### config.mk
export PLATFORM = sky130hd
export DESIGN_NAME = sis_cell
export DESIGN_NICKNAME = d
export VERILOG_FILES = /design/src/rtl/sis_pkg.sv /design/src/rtl/sis_cell.sv
export SDC_FILE = /design/constraint.sdc
export NUM_CORES = 1
export LEC_CHECK = 0
export ABC_AREA = 1
export BUFFER_PORTS_ARGS = -buffer_cell sky130_fd_sc_hd__buf_2
export CAP_MARGIN = 20
export CORE_ASPECT_RATIO = 1.5
export CORE_MARGIN = 4
export CORE_UTILIZATION = 30
export CTS_BUF_LIST = sky130_fd_sc_hd__clkbuf_4 sky130_fd_sc_hd__clkbuf_8
export DETAILED_ROUTE_END_ITERATION = 8
export SYNTH_ARGS = -nofsm -noshare
export SYNTH_HDL_FRONTEND = slang
export SYNTH_SLANG_ARGS = --single-unit
export TNS_END_PERCENT = 50
### constraint.sdc
create_clock -name aclk -period 2.52 [get_ports aclk]
set_input_delay 0 -clock aclk [delete_from_list [all_inputs] [get_ports aclk]]
set_output_delay 0 -clock aclk [all_outputs]
set_load 0.03 [all_outputs]
### src/rtl/sis_pkg.sv
package sis_pkg;

    // Number of cells in the sorting row (supported range 2 to 64).
    localparam int unsigned DEPTH = 64;
    localparam int unsigned KEY_W = 32;
    localparam int unsigned TAG_W = 32;

    // One stored record.
    typedef struct packed {
        logic                    valid;
        logic signed [KEY_W-1:0] key;
        logic signed [TAG_W-1:0] payload;
    } rec_t;

    // Broadcast from the controller to every cell.
    typedef struct packed {
        logic                    insert;  // place new record, shift greater ones up
        logic                    drain;   // shift whole row down by one
        logic signed [KEY_W-1:0] key;
        logic signed [TAG_W-1:0] payload;
    } cell_ctl_t;

    typedef enum logic {
        ST_COLLECT,
        ST_DRAIN
    } sis_state_t;

endpackage

### src/rtl/sis_cell.sv
module sis_cell import sis_pkg::*; (
    input  logic      aclk,
    input  logic      aresetn,
    input  cell_ctl_t ctl,
    input  rec_t      left_rec,   // neighbor one place lower in the order
    input  logic      left_gt,
    input  rec_t      right_rec,  // neighbor one place higher in the order
    output rec_t      rec,
    output logic      gt
);

    logic                    valid_reg;
    logic                    valid_next;
    logic signed [KEY_W-1:0] key_reg;
    logic signed [KEY_W-1:0] key_next;
    logic signed [TAG_W-1:0] tag_reg;
    logic signed [TAG_W-1:0] tag_next;

    // Empty cell acts as +infinity; equal keys stay put (stable order).
    assign gt = !valid_reg || ($signed(key_reg) > $signed(ctl.key));

    assign rec.valid   = valid_reg;
    assign rec.key     = key_reg;
    assign rec.payload = tag_reg;

    always_comb begin
        valid_next = valid_reg;
        key_next   = key_reg;
        tag_next   = tag_reg;
        if (ctl.drain) begin
            valid_next = right_rec.valid;
            key_next   = right_rec.key;
            tag_next   = right_rec.payload;
        end else if (ctl.insert && gt) begin
            if (left_gt) begin
                valid_next = left_rec.valid;
                key_next   = left_rec.key;
                tag_next   = left_rec.payload;
            end else begin
                valid_next = 1'b1;
                key_next   = ctl.key;
                tag_next   = ctl.payload;
            end
        end
    end

    always_ff @(posedge aclk) begin
        if (!aresetn) begin
            valid_reg <= 1'b0;
        end else begin
            valid_reg <= valid_next;
        end
    end

    always_ff @(posedge aclk) begin
        key_reg <= key_next;
        tag_reg <= tag_next;
    end

endmodule
==> results of run 1 <==
-- logic make-up after synthesis --
kind of cell | count (synthesis)
compound gates | 148
fa+ha+maj | 32
buf+inv | 72
flops | 65
simple gates | 161
-- what timing repair did --
item / 4_1_cts / 5_1_grt
resized for setup: 0 / 1
setup endpoints to repair: 0 / 54
endpoints found under the hold margin: 51 / 1
hold buffers: 60 / 1
buffers inserted: 0 / 6
-- cells in the mapped netlist (all sizes together) --
master,number
nor4,1
clkbuf,22
ha,32
edfxtp,64
o211ai,29
nand4,2
clkinv,1
inv,43
o21ai,2
nand2,107
o31ai,1
a21o,1
o21a,30
buf,6
nand3,3
dfxtp,1
nor2,48
a21oi,85
-- critical path, stage by stage (launching register included) --
cell and delay, ns:
edfxtp_1 0.40, ha_1 0.31, nand2_1 0.07, nor2_1 0.14, nand4_1 0.15, buf_4 0.16
nor4_2 0.19, inv_1 0.06, nand2_1 0.08, nand2_2 0.06, nand2_2 0.10, nand2_8 0.12
buf_4 0.21
-- final timing paths --
kind                          start               endpoint  slack [ns]  depth (start not counted)
min reg2reg  valid_reg$_SDFFE_PN0P_   key_reg[9]$_DFFE_PP_        0.84                          3
max           key_reg[23]$_DFFE_PP_  key_reg[13]$_DFFE_PP_        0.20                         12
min                    right_rec[9]   tag_reg[9]$_DFFE_PP_        0.02                          3
max reg2reg   key_reg[23]$_DFFE_PP_  key_reg[13]$_DFFE_PP_        0.20                         12
-- layer usage --
| layer | share of wire | global-route usage | vias to the layer above |
|---|---|---|---|
| met4 | 0.035 | 0.0951 | 0 |
| li1 | - | - | 2303 |
| met5 | 0 | 0 | - |
| met1 | 0.37 | 0.190 | 2069 |
| met2 | 0.53 | 0.336 | 205 |
| met3 | 0.069 | 0.0462 | 31 |
-- metrics by stage --
stage                      util  total power [uW]  cell area (um2)
after CTS                 0.480              3450             6500
after floorplan               -              1990             4180
after global placement    0.420              2360             5690
final                     0.487              3430             6590
after global routing      0.487              3620             6590
after detailed placement  0.420              2380             5690
-- where the power goes --
group / internal, uW / switching [uW] / total [uW]
combinational: 444 / 637 / 1080
sequential: 1330 / 45.2 / 1370
clock: 563 / 409 / 972
-- cell type report --
cell class                 instances  area, um2
tap                              162        203
clock inverter                     5       81.3
multi-input combinational        341       1950
fill                            1301       6950
timing repair buffer             341       2110
inverter                          44        166
clock buffer                      10        131
sequential                        65       1940
==> results.py, run 1 <==
metrics = {
    "run_status": {
        "status": "finished clean",
    },
    "timing": {
        "period_share": 0.922,
        "drv_slew": 0,
        "fin_crit_ns": 2.32,
        "setup_ws_ns": 0.197,
        "fin_tns_setup_ns": 0,
        "clock_skew_ns": 0.0157,
        "worst_pin_slew_ns": 0.932,
        "fmax_mhz": 430,
        "holdWs_ns": 0.0196,
        "slew_headroom": 0.379,
        "rsz0062_at_grt": "no",
        "finalSetupViolations": 0,
        "final-hold-violation-count": 0,
    },
    "synthesis": {
        "syn-num-nets": 709,
        "ys_types": 25,
        "syn-cell-area_um2": 4170,
        "synth-simple-area-share": 0.153,
        "synth_top_cell_by_area": "edfxtp_1",
        "synth-xor-area-share": 0,
        "yosysSeqAreaShare": 0.466,
        "avgSynthCellArea_um2": 8.72,
        "synthAdderAreaFrac": 0.0961,
        "yosys_warnings": 0,
        "synth_top_area_frac": 0.461,
        "synth_top_family_by_area": "compound AO/OA/AOI/OAI gates",
        "synth_compound_area_frac": 0.216,
        "ys_ff_latch": 65,
        "syn_inst": 478,
        "muxShareOfSynthArea": 0,
        "netlist_top_cells_area": "edfxtp_1 (46%), a21oi_1 (10%), ha_1 (9.6%), nand2_1 (9.2%), o211ai_1 (5.2%)",
    },
    "finish": {
        "finalNetCount": 1033,
        "areaGrowthSynthToFinish_pct": 58.1,
        "final_common_cell": "buf_2",
        "n_antenna_cell": 0,
        "final_layout_size_suffix_gt1_frac": 0.378,
        "final_cell_mix": "buf_2 (263), nand2_1 (102), a21oi_1 (84)",
        "fin_cells": 968,
    },
    "detailed_routing": {
        "vias_per_cell": 4.76,
        "drtIter0Drc": 184,
        "wl_per_cell_um": 15.4,
        "vias": 4608,
        "routed_wl_um": 14900,
        "drtAntennaViolNets": 0,
        "drc_errors": 0,
        "drt_pass1_iterations": 4,
    },
    "die": {
        "fp.dieW_um": 104,
        "coreArea_um2": 13500,
        "dieArea_um2": 15900,
        "die_h_um": 152,
        "rows": 52,
        "ios": 265,
        "start_util": 0.308,
    },
    "global_routing": {
        "grt_usage": 0.183,
        "antenna_found_initial": 0,
        "overflow": 0,
        "grt_pass1_wl_um": 23200,
        "grt_start_max_net_pins": 94,
        "grt_pass1_vias": 4824,
    },
    "worst_setup_path": {
        "path_max_fanout": 11,
        "worstPathRequired_ns": 2.62,
        "critPathArrivalTime_ns": 2.42,
        "crit_type": "register to register",
        "worstSetupEndpointType": "register",
        "startpoint_type": "register",
    },
    "place": {
        "io_buffers": 264,
        "pre_cts_ws_ns": 0.139,
        "hpwl_um": 11100,
        "gp_congestion": 0.812,
        "dp_cells": 885,
    },
    "clocking": {
        "cts_htree_levels": 3,
        "clkTransAtPathRegs_ns": 0.08,
        "cts_tree": "done",
        "clk_latency_ns": 0.35,
        "cts_buffer_depth": 2,
        "cts_buffers": 9,
        "cts_root_buffer": "clkbuf_8",
        "cts.sinks": 65,
    },
    "power_and_ir_drop": {
        "vdd_ir_drop_max_v": 0.000252,
        "leakage_uw": 0.00319,
        "cellPowerDensity_nw_per_um2": 520,
    },
    "flow_run": {
        "maxCapViolCount": 0,
    },
    "min_path": {
        "min_path_type": "input port to register",
    },
}
Note: power is estimated with default switching activity, not from simulation.
==> run 2, diff against run 1 <==
--- a/config.mk
+++ b/config.mk
@@ -13,6 +13,7 @@
 export CORE_UTILIZATION = 30
 export CTS_BUF_LIST = sky130_fd_sc_hd__clkbuf_4 sky130_fd_sc_hd__clkbuf_8
 export DETAILED_ROUTE_END_ITERATION = 8
+export REMOVE_ABC_BUFFERS = 1
 export SYNTH_ARGS = -nofsm -noshare
 export SYNTH_HDL_FRONTEND = slang
 export SYNTH_SLANG_ARGS = --single-unit
==> run 2 against run 1 <==
Setup slack gained 0.027 ns. Die area is the same. Core utilization grew 0.55 points. First-iteration DRC count shrank 8.7%. Sequential share of layout area shrank 0.33 points. Global-route usage shrank 0.52 points. Cell count grew 0.21%.
==> results.py, run 2 (synthesis gave the netlist of run 1 again) <==
metrics = {
    "run_status": {
        "status": "finished clean",
    },
    "detailed_routing": {
        "vias_per_cell": 4.75,
        "drt_pass1_iterations": 4,
        "drtAntennaViolNets": 0,
        "drc_errors": 0,
        "routed_wl_um": 14600,
        "drtIter0Drc": 168,
        "wl_per_cell_um": 15.1,
        "vias": 4605,
    },
    "timing": {
        "holdWs_ns": 0.0182,
        "fin_crit_ns": 2.30,
        "drv_slew": 0,
        "fmax_mhz": 436,
        "rsz0062_at_grt": "no",
        "finalSetupViolations": 0,
        "fin_tns_setup_ns": 0,
        "final-hold-violation-count": 0,
        "worst_pin_slew_ns": 0.893,
        "slew_headroom": 0.405,
        "clock_skew_ns": 0.0124,
        "period_share": 0.911,
    },
    "global_routing": {
        "grt_usage": 0.178,
        "grt_pass1_vias": 4752,
        "overflow": 0,
        "antenna_found_initial": 0,
        "grt_pass1_wl_um": 22800,
        "grt_start_max_net_pins": 94,
    },
    "finish": {
        "nFillCells": 1256,
        "final_common_cell": "buf_2",
        "areaGrowthSynthToFinish_pct": 59.9,
        "final_cell_mix": "buf_2 (264), nand2_1 (102), a21oi_1 (83)",
        "finalNetCount": 1034,
        "final_layout_size_suffix_gt1_frac": 0.381,
        "n_antenna_cell": 0,
        "fin_util": 0.492,
        "fin_cells": 970,
    },
    "worst_setup_path": {
        "crit_type": "register to register",
        "r2r-start": "key_reg[23]$_DFFE_PP_",
        "cp-startpoint": "key_reg[23]$_DFFE_PP_",
        "path_max_fanout": 5,
        "worstSetupEndpointType": "register",
        "critPathArrivalTime_ns": 2.36,
        "startpoint_type": "register",
        "worstPathRequired_ns": 2.58,
    },
    "place": {
        "hpwl_um": 11100,
        "gp_congestion": 0.871,
        "io_buffers": 264,
        "dp_cells": 886,
    },
    "die": {
        "rows": 52,
        "ios": 265,
        "die_h_um": 152,
        "coreArea_um2": 13500,
        "start_util": 0.308,
        "dieArea_um2": 15900,
        "fp.dieW_um": 104,
    },
    "min_path": {
        "hold_start": "right_rec[62]",
        "min_path_type": "input port to register",
    },
    "clocking": {
        "cts_buffer_depth": 2,
        "cts_buffers": 9,
        "clkTransAtPathRegs_ns": 0.07,
        "clk_latency_ns": 0.34,
        "cts_tree": "done",
        "cts_htree_levels": 3,
        "cts_root_buffer": "clkbuf_8",
        "cts.sinks": 65,
    },
    "power_and_ir_drop": {
        "leakage_uw": 0.00323,
        "vdd_ir_drop_max_v": 0.000310,
        "cellPowerDensity_nw_per_um2": 515,
        "p_total_uw": 3430,
    },
    "flow_run": {
        "maxCapViolCount": 0,
    },
}
-- run 2: cell types whose count changed in the layout (fill, tap and decap cells not counted), sizes merged --
cell    previous run  this run
buf              279       277
nand2            107       108
clkinv             4         5
clkbuf            11        12
inv               42        43
-- run 2: metal layers --
layer  global-route usage  up-vias  part of all wire
li1                     -     2308                 -
met1                0.179     2064              0.37
met2                0.324      199              0.52
met3               0.0572       34             0.073
met4               0.0906        0             0.037
met5                    0        -                 0
-- run 2: critical path, stage by stage, from the launching register on --
cell	delay, ns
edfxtp_1	0.40
ha_1	0.31
nand2_1	0.08
nor2_2	0.14
nand4_1	0.19
nor2_1	0.14
nand2_1	0.08
nand2_1	0.06
nand2_1	0.05
nand2_1	0.05
nand2_1	0.06
nand2_2	0.08
nand2_4	0.09
nand2_8	0.12
clkbuf_16	0.17
-- run 2: final timing paths --
check,end,slack [ns],depth (start not counted)
setup reg to reg,key_reg[14]$_DFFE_PP_,0.22,14
setup / recovery,key_reg[14]$_DFFE_PP_,0.22,14
hold / removal,key_reg[30]$_DFFE_PP_,0.02,3
hold reg to reg,tag_reg[31]$_DFFE_PP_,0.83,3
-- run 2: area by class of cell --
class                   count  area [um2]  area share
repair buffers            341        2170       0.325
multi-input cells         342        1980       0.297
flip-flops and latches     65        1940       0.292
well taps                 162         203      0.0304
inverters                  44         165      0.0248
clock buffers               9         124      0.0186
clock inverters             7        85.1      0.0128
-- run 2: what timing repair did --
item / 4_1_cts / 5_1_grt
endpoints found under the setup margin: 0 / 58
setup buffers: 0 / 1
resized for setup: 0 / 6
hold buffers: 61 / 0
hold endpoints to repair: 53 / 0
-- run 2: power breakdown --
part	switching [uW]	internal, uW	leakage [uW]
Sequential	42.9	1330	0.000648
Clock	406	547	0.000104
Combinational	646	459	0.00247
-- run 2: metrics by stage --
stage | cell area (um2) | setup slack (ns)
finish | 6660 | 0.224
global route | 6660 | 0.00656
CTS | 6520 | 0.0584
detailed placement | 5700 | 0.0934
global placement | 5700 | 0.102
floorplan | 4040 | -0.484
==> run 3, diff against run 2 <==
--- a/config.mk
+++ b/config.mk
@@ -7,12 +7,13 @@
 export LEC_CHECK = 0
 export ABC_AREA = 1
 export BUFFER_PORTS_ARGS = -buffer_cell sky130_fd_sc_hd__buf_2
-export CAP_MARGIN = 20
+export CAP_MARGIN = 25
 export CORE_ASPECT_RATIO = 1.5
 export CORE_MARGIN = 4
 export CORE_UTILIZATION = 30
 export CTS_BUF_LIST = sky130_fd_sc_hd__clkbuf_4 sky130_fd_sc_hd__clkbuf_8
 export DETAILED_ROUTE_END_ITERATION = 8
+export GPL_TIMING_DRIVEN = 0
 export REMOVE_ABC_BUFFERS = 1
 export SYNTH_ARGS = -nofsm -noshare
 export SYNTH_HDL_FRONTEND = slang
==> constraint.sdc (replaced) <==
create_clock -name aclk -period 2.5 [get_ports aclk]
set_input_delay 0 -clock aclk [delete_from_list [all_inputs] [get_ports aclk]]
set_output_delay 0 -clock aclk [all_outputs]
set_load 0.03 [all_outputs]
==> run 3 against run 2 <==
Setup slack improved by 0.0078 ns. First-iteration DRC count rose by 8.9%. Via count rose by 4.8%. Cell area rose by 5.5%. Hold slack improved by 0.0054 ns. Die area did not move. Sequential power barely moved. Routed wire length rose by 7.8%. Clock-buffer cell count rose by 1. Combinational power rose by 5%. Critical path type unchanged.
==> results.py, run 3 (synthesis gave the netlist of run 1 again) <==
metrics = {
    "finish": {
        "seqCellArea_um2": 1940,
        "fin_cells": 998,
        "final_layout_size_suffix_gt1_frac": 0.362,
        "n_antenna_cell": 0,
        "fin_area_um2": 7030,
        "areaGrowthSynthToFinish_pct": 68.6,
        "multi_input_area_um2": 2140,
        "nFillCells": 1234,
        "final_cell_mix": "buf_2 (263), nand2_1 (102), dlygate4sd3_1 (95)",
        "finalNetCount": 1062,
        "fin_util": 0.519,
        "final_common_cell": "buf_2",
    },
    "timing": {
        "clock_skew_ns": 0.0127,
        "fin_crit_ns": 2.27,
        "finalSetupViolations": 0,
        "slew_headroom": 0.351,
        "rsz0062_at_grt": "yes",
        "fin_tns_setup_ns": 0,
        "fmax_mhz": 441,
        "final-hold-violation-count": 0,
        "period_share": 0.907,
        "worst_pin_slew_ns": 0.973,
        "drv_slew": 0,
    },
    "power_and_ir_drop": {
        "pwr-share-seq": 0.377,
        "clock_power_share": 0.308,
        "combinationalPowerShare": 0.316,
        "cellPowerDensity_nw_per_um2": 521,
        "p_total_uw": 3660,
        "leakage_uw": 0.00333,
        "p_sw_frac": 0.321,
        "vdd_ir_drop_max_v": 0.000227,
        "switchingPower_uw": 1170,
        "internal_power_uw": 2490,
    },
    "worst_setup_path": {
        "path_buf_inv": 0,
        "reg2reg_depth": 13,
        "rr_endpoint": "key_reg[23]$_DFFE_PP_",
        "crit_type": "register to register",
        "critPathArrivalTime_ns": 2.33,
        "r2r-start": "key_reg[21]$_DFFE_PP_",
        "crit_family": "simple AND/OR/NAND/NOR gates",
        "slowest_delay_ns": 0.39,
        "crit_chain": "ha_1 > nand2_1 > nor2_2 > nand4_1 > nor2_1 > nand2_1 > nand2_1 > nand2_1 > nand2_1 > nand2_1 > nand2_4 > nand2_4 > nand2_8",
        "path_max_fanout": 8,
        "startpoint_type": "register",
        "worstSetupEndpointType": "register",
        "r2r_slack_ns": 0.23,
        "crit_slowest_cell": "edfxtp_1",
        "worstPathRequired_ns": 2.56,
        "critical_path.most_common_cell": "nand2_1",
    },
    "min_path": {
        "min_path_type": "input port to register",
        "whs_endpoint": "tag_reg[31]$_DFFE_PP_",
        "hold_start": "ctl[31]",
        "min_path_cells": 3,
    },
    "place": {
        "postPlaceCellArea_um2": 5580,
        "dp_cells": 876,
        "io_buffers": 264,
        "gp_congestion": 0.835,
        "hpwl_um": 10200,
    },
    "clocking": {
        "cts_tree": "done",
        "cts.sinks": 65,
        "clkTransAtPathRegs_ns": 0.08,
        "cts_root_buffer": "clkbuf_8",
        "clk_latency_ns": 0.35,
        "postCtsSetupRepairBufs": 0,
        "cts_htree_levels": 3,
        "cts_buffer_depth": 2,
        "cts_buffers": 9,
    },
    "die": {
        "dieArea_um2": 15900,
        "start_util": 0.308,
        "ios": 265,
        "rows": 52,
        "coreArea_um2": 13500,
        "die_h_um": 152,
        "fp.dieW_um": 104,
    },
    "global_routing": {
        "grt_start_max_net_pins": 96,
        "grt_pass1_vias": 5081,
        "antenna_found_initial": 0,
        "overflow": 0,
        "grt_usage": 0.185,
        "grt_pass1_wl_um": 23900,
    },
    "detailed_routing": {
        "routed_wl_um": 15800,
        "drc_errors": 0,
        "drtAntennaViolNets": 0,
        "drt_pass1_iterations": 4,
        "wl_per_cell_um": 15.8,
        "vias_per_cell": 4.84,
        "drtIter0Drc": 183,
        "vias": 4827,
    },
    "run_status": {
        "status": "finished clean",
    },
    "flow_run": {
        "maxCapViolCount": 0,
    },
}
-- run 3: worst register-to-register path, cell delays in order (launching register included) --
cell and delay (ns):
edfxtp_1 0.39, ha_1 0.31, nand2_1 0.07, nor2_2 0.13, nand4_1 0.17, nor2_1 0.12
nand2_1 0.08, nand2_1 0.06, nand2_1 0.04, nand2_1 0.05, nand2_1 0.10, nand2_4 0.13
nand2_4 0.17, nand2_8 0.16
-- run 3: how the worst max path moves through the flow --
stage | startpoint | end | slack (ns) | cells past startpoint
global route | key_reg[21]$_DFFE_PP_ | tag_reg[29]$_DFFE_PP_ | -0.007 | 13
global placement | ctl[64] | key_reg[4]$_DFFE_PP_ | -2.46 | 3
CTS | key_reg[23]$_DFFE_PP_ | key_reg[13]$_DFFE_PP_ | 0.003 | 13
floorplan | ctl[64] | key_reg[0]$_DFFE_PP_ | -0.50 | 2
finish | key_reg[21]$_DFFE_PP_ | key_reg[23]$_DFFE_PP_ | 0.23 | 13
detailed placement | key_reg[23]$_DFFE_PP_ | key_reg[4]$_DFFE_PP_ | -0.34 | 13
-- run 3: power groups by stage --
stage / Sequential [uW] / Clock (uW) / Combinational [uW]
2_1_floorplan: 1630 / 0 / 334
3_3_place_gp: 1410 / 0 / 953
3_5_place_dp: 1410 / 0 / 965
4_1_cts: 1380 / 1160 / 1100
5_1_grt: 1390 / 1210 / 1270
6_report: 1380 / 1130 / 1160
-- run 3: cell type report --
class / instances / area share
repair buffers: 361 / 0.332
multi-input cells: 350 / 0.304
flip-flops and latches: 65 / 0.276
well taps: 162 / 0.0289
inverters: 44 / 0.0239
clock buffers: 10 / 0.0187
clock inverters: 6 / 0.0164
-- run 3: metrics by stage --
step | setup slack [ns] | hold slack [ns]
2_1_floorplan | -0.504 | 0.141
3_3_place_gp | -2.46 | 0.251
3_5_place_dp | -0.341 | 0.252
4_1_cts | 0.00349 | 0.000787
5_1_grt | -0.00654 | 0.00836
6_report | 0.232 | 0.0237
-- run 3: layer usage --
| layer | GRT usage | routed length [um] | part of all wire |
|---|---|---|---|
| met1 | 0.188 | 5640 | 0.36 |
| met2 | 0.329 | 8080 | 0.51 |
| met3 | 0.0627 | 1330 | 0.084 |
| met4 | 0.105 | 718 | 0.046 |
| met5 | 0 | 0 | 0 |
-- run 3: repair_timing --
| action | in CTS | in global routing |
|---|---|---|
| setup endpoints to repair | 65 | 65 |
| cloned | 1 | 8 |
| pin swaps | 0 | 6 |
| hold buffers | 95 | 0 |
| hold endpoints to repair | 61 | 0 |
| resized for setup | 2 | 11 |
